--- src/rtl/rsa_pkg.sv ---
// ----------------------------------------------------------------------------
// rsa_pkg
// Shared types and constants for the RPN stack ALU.
// ----------------------------------------------------------------------------
package rsa_pkg;

  localparam int STACK_DEPTH = 16;
  localparam int CNT_W       = $clog2(STACK_DEPTH + 1);
  localparam int DATA_W      = 32;
  localparam int CMD_W       = 3;
  localparam int DEPTH_W     = 5;
  localparam int ERR_W       = 2;
  localparam int IN_TDATA_W  = 40;
  localparam int OUT_TDATA_W = 40;

  typedef enum logic [CMD_W-1:0] {
    CMD_PUSH = 3'd0,
    CMD_ADD  = 3'd1,
    CMD_SUB  = 3'd2,
    CMD_MUL  = 3'd3,
    CMD_DIV  = 3'd4,
    CMD_MOD  = 3'd5,
    CMD_ABS  = 3'd6,
    CMD_DUP  = 3'd7
  } cmd_t;

  typedef enum logic [ERR_W-1:0] {
    ERR_OK    = 2'd0,
    ERR_UNDER = 2'd1,
    ERR_OVER  = 2'd2,
    ERR_DIVZ  = 2'd3
  } err_t;

  typedef enum logic [1:0] {
    CELL_HOLD       = 2'd0,
    CELL_FROM_ABOVE = 2'd1,
    CELL_FROM_BELOW = 2'd2
  } cell_op_t;

  typedef struct packed {
    logic              done;
    logic [DATA_W-1:0] quo;
    logic [DATA_W-1:0] rem;
  } div_rsp_t;

endpackage

--- src/rtl/rsa_cell.sv ---
// ----------------------------------------------------------------------------
// rsa_cell
// One stack entry: holds its word, or takes the word of its upper or lower
// neighbor.
// ----------------------------------------------------------------------------
module rsa_cell (
  input  logic                      clk,
  input  rsa_pkg::cell_op_t         op,
  input  logic [rsa_pkg::DATA_W-1:0] above,
  input  logic [rsa_pkg::DATA_W-1:0] below,
  output logic [rsa_pkg::DATA_W-1:0] data
);

  logic [rsa_pkg::DATA_W-1:0] data_r;

  always_ff @(posedge clk) begin
    case (op)
      rsa_pkg::CELL_FROM_ABOVE: data_r <= above;
      rsa_pkg::CELL_FROM_BELOW: data_r <= below;
      default:                  data_r <= data_r;
    endcase
  end

  assign data = data_r;

endmodule

--- src/rtl/rsa_div.sv ---
// ----------------------------------------------------------------------------
// rsa_div
// Signed 32-bit divider, restoring, one quotient bit per cycle.
// Quotient truncates toward zero; remainder takes the dividend's sign.
// ----------------------------------------------------------------------------
module rsa_div (
  input  logic                       clk,
  input  logic                       rst_n,
  input  logic                       start,
  input  logic [rsa_pkg::DATA_W-1:0] dividend,
  input  logic [rsa_pkg::DATA_W-1:0] divisor,
  output rsa_pkg::div_rsp_t          rsp
);

  localparam int W     = rsa_pkg::DATA_W;
  localparam int STP_W = $clog2(W);

  typedef enum logic [1:0] {DV_IDLE, DV_RUN, DV_DONE} dv_state_t;

  dv_state_t      state_r;
  logic [W-1:0]   q_r;
  logic [W-1:0]   r_r;
  logic [W-1:0]   d_r;
  logic [STP_W-1:0] cnt_r;
  logic           negq_r;
  logic           negr_r;

  logic [W:0]     rem_sh;
  logic [W:0]     diff;
  logic           ge;

  assign rem_sh = {r_r, q_r[W-1]};
  assign diff   = rem_sh - {1'b0, d_r};
  assign ge     = ~diff[W];

  always_ff @(posedge clk) begin
    if (!rst_n) begin
      state_r <= DV_IDLE;
    end else begin
      unique case (state_r)
        DV_IDLE: begin
          if (start) begin
            q_r     <= dividend[W-1] ? (W'(0) - dividend) : dividend;
            d_r     <= divisor[W-1] ? (W'(0) - divisor) : divisor;
            r_r     <= '0;
            cnt_r   <= '0;
            negq_r  <= dividend[W-1] ^ divisor[W-1];
            negr_r  <= dividend[W-1];
            state_r <= DV_RUN;
          end
        end
        DV_RUN: begin
          r_r   <= ge ? diff[W-1:0] : rem_sh[W-1:0];
          q_r   <= {q_r[W-2:0], ge};
          cnt_r <= cnt_r + STP_W'(1);
          if (cnt_r == STP_W'(W - 1)) begin
            state_r <= DV_DONE;
          end
        end
        DV_DONE: begin
          state_r <= DV_IDLE;
        end
        default: begin
          state_r <= DV_IDLE;
        end
      endcase
    end
  end

  assign rsp.done = (state_r == DV_DONE);
  assign rsp.quo  = negq_r ? (W'(0) - q_r) : q_r;
  assign rsp.rem  = negr_r ? (W'(0) - r_r) : r_r;

endmodule

--- src/rtl/rpn_stack_alu.sv ---
// ----------------------------------------------------------------------------
// rpn_stack_alu
// 32-bit integer RPN stack machine on a shifting stack of cells.
// ----------------------------------------------------------------------------
// Input stream (in_*): one instruction word per handshake, cmd and value in
// in_tdata. Output stream (out_*): exactly one result word per instruction,
// with top of stack, depth and error code.
// The stack is a row of cells; push and dup shift it down, binary ops
// shift it up, abs rewrites the top cell. Errors leave the stack unchanged.
// Path from accept to result valid: ST_EXEC, then ST_RESULT, for push, add,
// sub, mul, abs, dup and any error; ST_EXEC, ST_DIV, then ST_RESULT for div
// and mod, with ST_DIV waiting on the 32-step restoring divider. One
// instruction is in flight at a time, so a new word is taken only after the previous result is written.
// The result sits in an output register; the next instruction is accepted
// and executed while it waits. If the receiver stalls, the following
// result holds inside the block and in_tready stays low until the output
// register frees.
// Reset (rst_n low, synchronous) empties the stack and drops out_tvalid.
// Stack contents above the depth are never shown.
// ----------------------------------------------------------------------------
module rpn_stack_alu (
  input  logic                            clk,
  input  logic                            rst_n,
  input  logic                            in_tvalid,
  output logic                            in_tready,
  input  logic [rsa_pkg::IN_TDATA_W-1:0]  in_tdata,   // cmd[2:0], value[34:3]
  output logic                            out_tvalid,
  input  logic                            out_tready,
  output logic [rsa_pkg::OUT_TDATA_W-1:0] out_tdata   // top[31:0], depth[36:32], error[38:37]
);

  localparam int W  = rsa_pkg::DATA_W;
  localparam int N  = rsa_pkg::STACK_DEPTH;
  localparam int CW = rsa_pkg::CNT_W;

  typedef enum logic [1:0] {ST_IDLE, ST_EXEC, ST_DIV, ST_RESULT} state_t;

  state_t                      state_r;
  rsa_pkg::cmd_t               cmd_r;
  logic [W-1:0]                val_r;
  rsa_pkg::err_t               err_r;
  logic [CW-1:0]               count_r;
  logic                        out_valid_r;
  logic [W-1:0]                out_top_r;
  logic [rsa_pkg::DEPTH_W-1:0] out_depth_r;
  rsa_pkg::err_t               out_err_r;

  logic [W-1:0]      stk [N];
  rsa_pkg::cell_op_t cop_top;
  rsa_pkg::cell_op_t cop_rest;
  logic [W-1:0]      top_new;
  logic [CW-1:0]     count_nxt;
  rsa_pkg::err_t     err_nxt;
  logic              div_start;
  rsa_pkg::div_rsp_t div_rsp;
  logic [W-1:0]      opa;
  logic [W-1:0]      opb;
  logic [W-1:0]      alu_res;
  logic              is_empty;
  logic              is_full;
  logic              lt_two;
  logic              out_free;

  assign opb      = stk[0];
  assign opa      = stk[1];
  assign is_empty = (count_r == CW'(0));
  assign is_full  = (count_r == CW'(N));
  assign lt_two   = (count_r < CW'(2));
  assign out_free = ~out_valid_r | out_tready;

  always_comb begin
    case (cmd_r)
      rsa_pkg::CMD_ADD: alu_res = opa + opb;
      rsa_pkg::CMD_SUB: alu_res = opa - opb;
      default:          alu_res = opa * opb;
    endcase
  end

  always_comb begin
    err_nxt   = rsa_pkg::ERR_OK;
    cop_top   = rsa_pkg::CELL_HOLD;
    cop_rest  = rsa_pkg::CELL_HOLD;
    top_new   = opb;
    count_nxt = count_r;
    div_start = 1'b0;
    if (state_r == ST_EXEC) begin
      case (cmd_r)
        rsa_pkg::CMD_PUSH: begin
          if (is_full) begin
            err_nxt = rsa_pkg::ERR_OVER;
          end else begin
            top_new   = val_r;
            cop_top   = rsa_pkg::CELL_FROM_ABOVE;
            cop_rest  = rsa_pkg::CELL_FROM_ABOVE;
            count_nxt = count_r + CW'(1);
          end
        end
        rsa_pkg::CMD_ABS: begin
          if (is_empty) begin
            err_nxt = rsa_pkg::ERR_UNDER;
          end else begin
            top_new = opb[W-1] ? (W'(0) - opb) : opb;
            cop_top = rsa_pkg::CELL_FROM_ABOVE;
          end
        end
        rsa_pkg::CMD_DUP: begin
          if (is_empty) begin
            err_nxt = rsa_pkg::ERR_UNDER;
          end else if (is_full) begin
            err_nxt = rsa_pkg::ERR_OVER;
          end else begin
            cop_top   = rsa_pkg::CELL_FROM_ABOVE;
            cop_rest  = rsa_pkg::CELL_FROM_ABOVE;
            count_nxt = count_r + CW'(1);
          end
        end
        rsa_pkg::CMD_DIV, rsa_pkg::CMD_MOD: begin
          if (lt_two) begin
            err_nxt = rsa_pkg::ERR_UNDER;
          end else if (opb == W'(0)) begin
            err_nxt = rsa_pkg::ERR_DIVZ;
          end else begin
            div_start = 1'b1;
          end
        end
        default: begin
          if (lt_two) begin
            err_nxt = rsa_pkg::ERR_UNDER;
          end else begin
            top_new   = alu_res;
            cop_top   = rsa_pkg::CELL_FROM_ABOVE;
            cop_rest  = rsa_pkg::CELL_FROM_BELOW;
            count_nxt = count_r - CW'(1);
          end
        end
      endcase
    end else if (state_r == ST_DIV && div_rsp.done) begin
      top_new   = (cmd_r == rsa_pkg::CMD_DIV) ? div_rsp.quo : div_rsp.rem;
      cop_top   = rsa_pkg::CELL_FROM_ABOVE;
      cop_rest  = rsa_pkg::CELL_FROM_BELOW;
      count_nxt = count_r - CW'(1);
    end
  end

  genvar gi;
  generate
    for (gi = 0; gi < N; gi++) begin : g_cell
      logic [W-1:0]      above;
      logic [W-1:0]      below;
      rsa_pkg::cell_op_t op;
      if (gi == 0) begin : g_top
        assign above = top_new;
        assign op    = cop_top;
      end else begin : g_mid
        assign above = stk[gi-1];
        assign op    = cop_rest;
      end
      if (gi == N - 1) begin : g_last
        assign below = '0;
      end else begin : g_next
        assign below = stk[gi+1];
      end
      rsa_cell u_cell (
        .clk   (clk),
        .op    (op),
        .above (above),
        .below (below),
        .data  (stk[gi])
      );
    end
  endgenerate

  rsa_div u_div (
    .clk      (clk),
    .rst_n    (rst_n),
    .start    (div_start),
    .dividend (opa),
    .divisor  (opb),
    .rsp      (div_rsp)
  );

  always_ff @(posedge clk) begin
    if (!rst_n) begin
      state_r     <= ST_IDLE;
      count_r     <= '0;
      out_valid_r <= 1'b0;
    end else begin
      count_r <= count_nxt;
      if (out_valid_r && out_tready && state_r != ST_RESULT) begin
        out_valid_r <= 1'b0;
      end
      unique case (state_r)
        ST_IDLE: begin
          if (in_tvalid) begin
            cmd_r   <= rsa_pkg::cmd_t'(in_tdata[rsa_pkg::CMD_W-1:0]);
            val_r   <= in_tdata[rsa_pkg::CMD_W +: W];
            state_r <= ST_EXEC;
          end
        end
        ST_EXEC: begin
          err_r   <= err_nxt;
          state_r <= div_start ? ST_DIV : ST_RESULT;
        end
        ST_DIV: begin
          if (div_rsp.done) begin
            state_r <= ST_RESULT;
          end
        end
        ST_RESULT: begin
          if (out_free) begin
            out_valid_r <= 1'b1;
            out_top_r   <= is_empty ? W'(0) : stk[0];
            out_depth_r <= rsa_pkg::DEPTH_W'(count_r);
            out_err_r   <= err_r;
            state_r     <= ST_IDLE;
          end
        end
        default: begin
          state_r <= ST_IDLE;
        end
      endcase
    end
  end

  assign in_tready  = (state_r == ST_IDLE);
  assign out_tvalid = out_valid_r;
  assign out_tdata  = {1'b0, out_err_r, out_depth_r, out_top_r};

endmodule

--- config.mk ---
export PLATFORM = sky130hd
export DESIGN_NAME = rpn_stack_alu
export DESIGN_NICKNAME = d
export VERILOG_FILES = /design/src/rtl/rsa_pkg.sv /design/src/rtl/rsa_cell.sv /design/src/rtl/rsa_div.sv /design/src/rtl/rpn_stack_alu.sv
export SDC_FILE = /design/constraint.sdc
export NUM_CORES = 2
export LEC_CHECK = 0
export ABC_AREA = 0
export BUFFER_PORTS_ARGS = -buffer_cell sky130_fd_sc_hd__buf_2
export CAP_MARGIN = 40
export CORE_ASPECT_RATIO = 2
export CORE_MARGIN = 2
export CORE_UTILIZATION = 70
export DETAILED_ROUTE_END_ITERATION = 10
export HOLD_SLACK_MARGIN = 0.05
export PLACE_DENSITY = 0.87
export SKIP_CTS_REPAIR_TIMING = 1
export SLEW_MARGIN = 5
export SYNTH_ARGS = -nofsm -noshare
export SYNTH_HDL_FRONTEND = slang
export SYNTH_SLANG_ARGS = --single-unit
--- constraint.sdc ---
create_clock -name clk -period 26.6 [get_ports clk]
set_input_delay 5.32 -clock clk [delete_from_list [all_inputs] [get_ports clk]]
set_output_delay 5.32 -clock clk [all_outputs]
set_load 0.02 [all_outputs]
==> summary.txt <==
Routing
  – Drt via density: roughly 6.6
  – Remaining design rule violation count: 0
  – Violation count after the first detailed-route iteration: roughly 3.6k
  – Via count: approximately 36k
  – First drt pass iteration count: 8
  – Count of nets left with antenna violations after detail routing: 0
  – Aggregate routed wire length: 143 mm
  – Wire length per cell: between 20 and 30 um

Timing
  – Setup repair after global routing missed its margin: no
  – Fin. Hold Viols: 0
  – TNS Setup: 0 ns
  – Worst rel slew slack: roughly a fifth
  – Worst-margin pin slew: between 1 and 1.5 ns
  – Period utilisation layout: about a third
  – Final slew viol count: 0
  – Time the final worst path needs with I/O delays and setup: about 8.7 ns
  – Fin worst setup slack: around 18 ns
  – Final setup vio count: 0
  – Worst clock skew on the final layout: 0.0714 ns
  – Achievable Freq: around 110 MHz

Placed design
  – Cell Area, Placed: roughly 0.053 mm^2
  – Half-perimeter wire length after placement: 96.5 mm
  – Final weighted congestion in routability-driven placement: 1.02
  – IO Port Bufs: 79
  – Place WS: 18.47 ns

Worst setup path
  – Element type at the critical path start: flop
  – WS Path Type: reg -> reg
  – Worst endpoint required time: between 20 and 30 ns
  – Critical register-to-register path startpoint: g_cell[0].u_cell.data[2]
  – R2R setup slack: approximately 18 ns
  – Kind of end point of the critical path: flop
  – Worst flop-to-flop path endpoint: g_cell[0].u_cell.data[22]
  – Depth of the worst register-to-register path: 24
  – Maximum fanout encountered on the critical timing path: 31
  – Crit path arrival time: ~9.1 ns

Global route
  – Total congestion overflow: 0
  – Maximum number of pins on one net before global-route repair: roughly 220
  – Global routing usage summed across all routing layers: approximately 38%
  – Number of antenna violations at the first check in global routing: 10
  – Number of global-route vias before repair: approximately 38k
  – Global-route wire length before repair: approximately 220 mm

Clock network
  – Number of clock buffers inserted by TritonCTS: 60
  – Clock Root Buffer: sky130_fd_sc_hd__clkbuf_16
  – Clk pin slew, worst setup/hold paths: ~0.07 ns
  – Number of H-tree levels: 2
  – Maximum clock insertion buffer count: 3
  – Sink Count: between 700 and 800
  – Clock latency at the later pin of the worst-skew pair: between 0.7 and 0.8 ns
  – CTS tree: done

Synth
  – Count of cell types in the netlist: 87
  – Synth top area cells: sky130_fd_sc_hd__edfxtp_1 (40%), sky130_fd_sc_hd__fa_1 (16%), sky130_fd_sc_hd__mux2_2 (9.7%)
  – Biggest area consumer among synthesized cells: sky130_fd_sc_hd__edfxtp_1
  – Count leader, synth: sky130_fd_sc_hd__edfxtp_1
  – Sequential cell area fraction in the yosys report: roughly 41%
  – Mean Syn Cell Area: about 12 um^2
  – Post-synth top flop: sky130_fd_sc_hd__edfxtp_1
  – Count of yosys warnings during synthesis: 0
  – Number of instances in the synthesized netlist: between 4k and 5k
  – Synthesized net count: 5145
  – Number of enable-type register cells in the synthesized netlist: just under 700
  – Post-synthesis cell area: between 0.05 and 0.06 mm^2
  – Fraction of synthesized cell area taken by the top area cell type: between 40% and 50%
  – Top cell types by occurrence after synthesis: sky130_fd_sc_hd__edfxtp_1 (691), sky130_fd_sc_hd__inv_1 (448), sky130_fd_sc_hd__mux2_2 (443)
  – Fraction of registers with async set/reset: 0%
  – Count of state elements after synthesis: 701

Status
  – Status: complete, no violations

Finish
  – Layout cell share with drive strength beyond 1: between 10% and 20%
  – Area overhead of the layout relative to synthesis: 6.98%
  – Post-layout utilization of the core: approximately three quarters
  – Post-layout instance area: 0.0553 mm^2
  – NumNets Final: a little over 5k

Hold path
  – Worst Hold Endpoint: out_err_r[1]
  – Worst hold path depth: 0
  – Class of the worst hold path: reg -> reg
  – Min-delay src: err_r[1]

Run
  – Count of maximum capacitance violations: 0

Floorplan
  – Die boundary height: about 390 um
  – # IOs: between 80 and 90
  – Starting density of the core: between 70% and 80%
  – Standard-cell rows: between 100 and 150
  – DIE AREA: ~0.076 mm^2
  – Std-Cell Core Area: between 0.07 and 0.08 mm^2
  – Die width: slightly below 200 um
## routing by layer
layer	track usage, %	wire length, um	vias up	part of all wire (%)
met5	0	68	-	0.048
met4	34.7	15200	8	11
met3	10.7	12600	914	8.8
met2	62.4	69300	2097	48
met1	40.6	45800	17675	32
li1	-	-	15351	-
## cell usage in the layout, fill, tap and decap left out, drive strengths merged, types with 15 or more instances in the layout
master,n
o211ai,16
a31oi,25
xor2,113
ha,201
or4,17
edfxtp,691
mux2,443
clkinv,24
o21ai,139
mux2i,27
a211oi,41
nand2b,25
inv,454
and2,313
nand3,30
o31ai,51
nand4,17
clkbuf,72
buf,178
xnor2,160
or3,32
a21oi,92
nor2b,74
o41ai,15
nand2,415
nor2,162
a21o,40
fa,410
o21a,28
nor3,32
## worst max-delay path, cell delays in order, from the launching register on
cell,delay [ns]
sky130_fd_sc_hd__edfxtp_1,0.87
sky130_fd_sc_hd__buf_4,0.55
sky130_fd_sc_hd__and2_1,0.23
sky130_fd_sc_hd__fa_1,0.39
sky130_fd_sc_hd__inv_1,0.09
sky130_fd_sc_hd__fa_1,0.43
sky130_fd_sc_hd__fa_1,0.50
sky130_fd_sc_hd__inv_1,0.06
sky130_fd_sc_hd__fa_1,0.53
sky130_fd_sc_hd__ha_1,0.23
sky130_fd_sc_hd__ha_1,0.27
sky130_fd_sc_hd__inv_1,0.05
sky130_fd_sc_hd__fa_1,0.48
sky130_fd_sc_hd__inv_1,0.06
sky130_fd_sc_hd__fa_1,0.45
sky130_fd_sc_hd__ha_1,0.23
sky130_fd_sc_hd__or3_1,0.39
sky130_fd_sc_hd__o22a_1,0.25
sky130_fd_sc_hd__o211ai_1,0.15
sky130_fd_sc_hd__a21oi_1,0.21
sky130_fd_sc_hd__nor3_1,0.45
sky130_fd_sc_hd__o31ai_1,0.14
sky130_fd_sc_hd__xor2_1,0.23
sky130_fd_sc_hd__a22oi_1,0.94
sky130_fd_sc_hd__a31oi_1,0.21
## kinds of logic after synthesis
logic type	Yosys count	synth area share, %
fa+ha+maj	611	20.8
other cells	1	0.00726
buf+inv	713	5.21
mux	470	10.2
flops	701	40.6
xor+xnor	274	4.67
compound gates	551	7.21
simple gates	1169	11.4
## worst max path at each step
stage	start	to	slack [ns]	cells after the start
after floorplan	cmd_r[0]	g_cell[10].u_cell.data[0]	14.39	9
after global placement	g_cell[1].u_cell.data[14]	g_cell[0].u_cell.data[28]	18.34	23
after detailed placement	g_cell[0].u_cell.data[2]	g_cell[0].u_cell.data[28]	18.47	22
after CTS	g_cell[0].u_cell.data[2]	g_cell[0].u_cell.data[28]	18.43	22
after global routing	g_cell[0].u_cell.data[2]	g_cell[0].u_cell.data[22]	17.83	24
final	g_cell[0].u_cell.data[2]	g_cell[0].u_cell.data[22]	17.89	24
## registers in the layout, indices dropped and copies added, names as in the netlist, 32 cells and up
name	flops
g_cell.u_cell.data	512
out_top_r	32
u_div.d_r	32
u_div.q_r	32
u_div.r_r	32
val_r	32
## final cells by class
| cell class | instances | area [um^2] |
|---|---|---|
| multi-input cells | 3076 | 28100 |
| flip-flops and latches | 701 | 21000 |
| fillers | 4476 | 17600 |
| inverters | 449 | 1690 |
| clock buffers | 71 | 1540 |
| repair buffers | 180 | 1370 |
| well taps | 923 | 1150 |
| clock inverters | 42 | 437 |
| diodes | 9 | 22.5 |
## per-stage QoR
stage / hold WS (ns) / cells
after floorplan: 0.400 / 4490
after global placement: 0.402 / 5303
after detailed placement: 0.405 / 5318
after CTS: 0.420 / 5431
after global routing: 0.424 / 5442
final: 0.421 / 5451
Power is not shown: default switching activity piles up to over one toggle a cycle in this logic, so the estimate is an artifact.
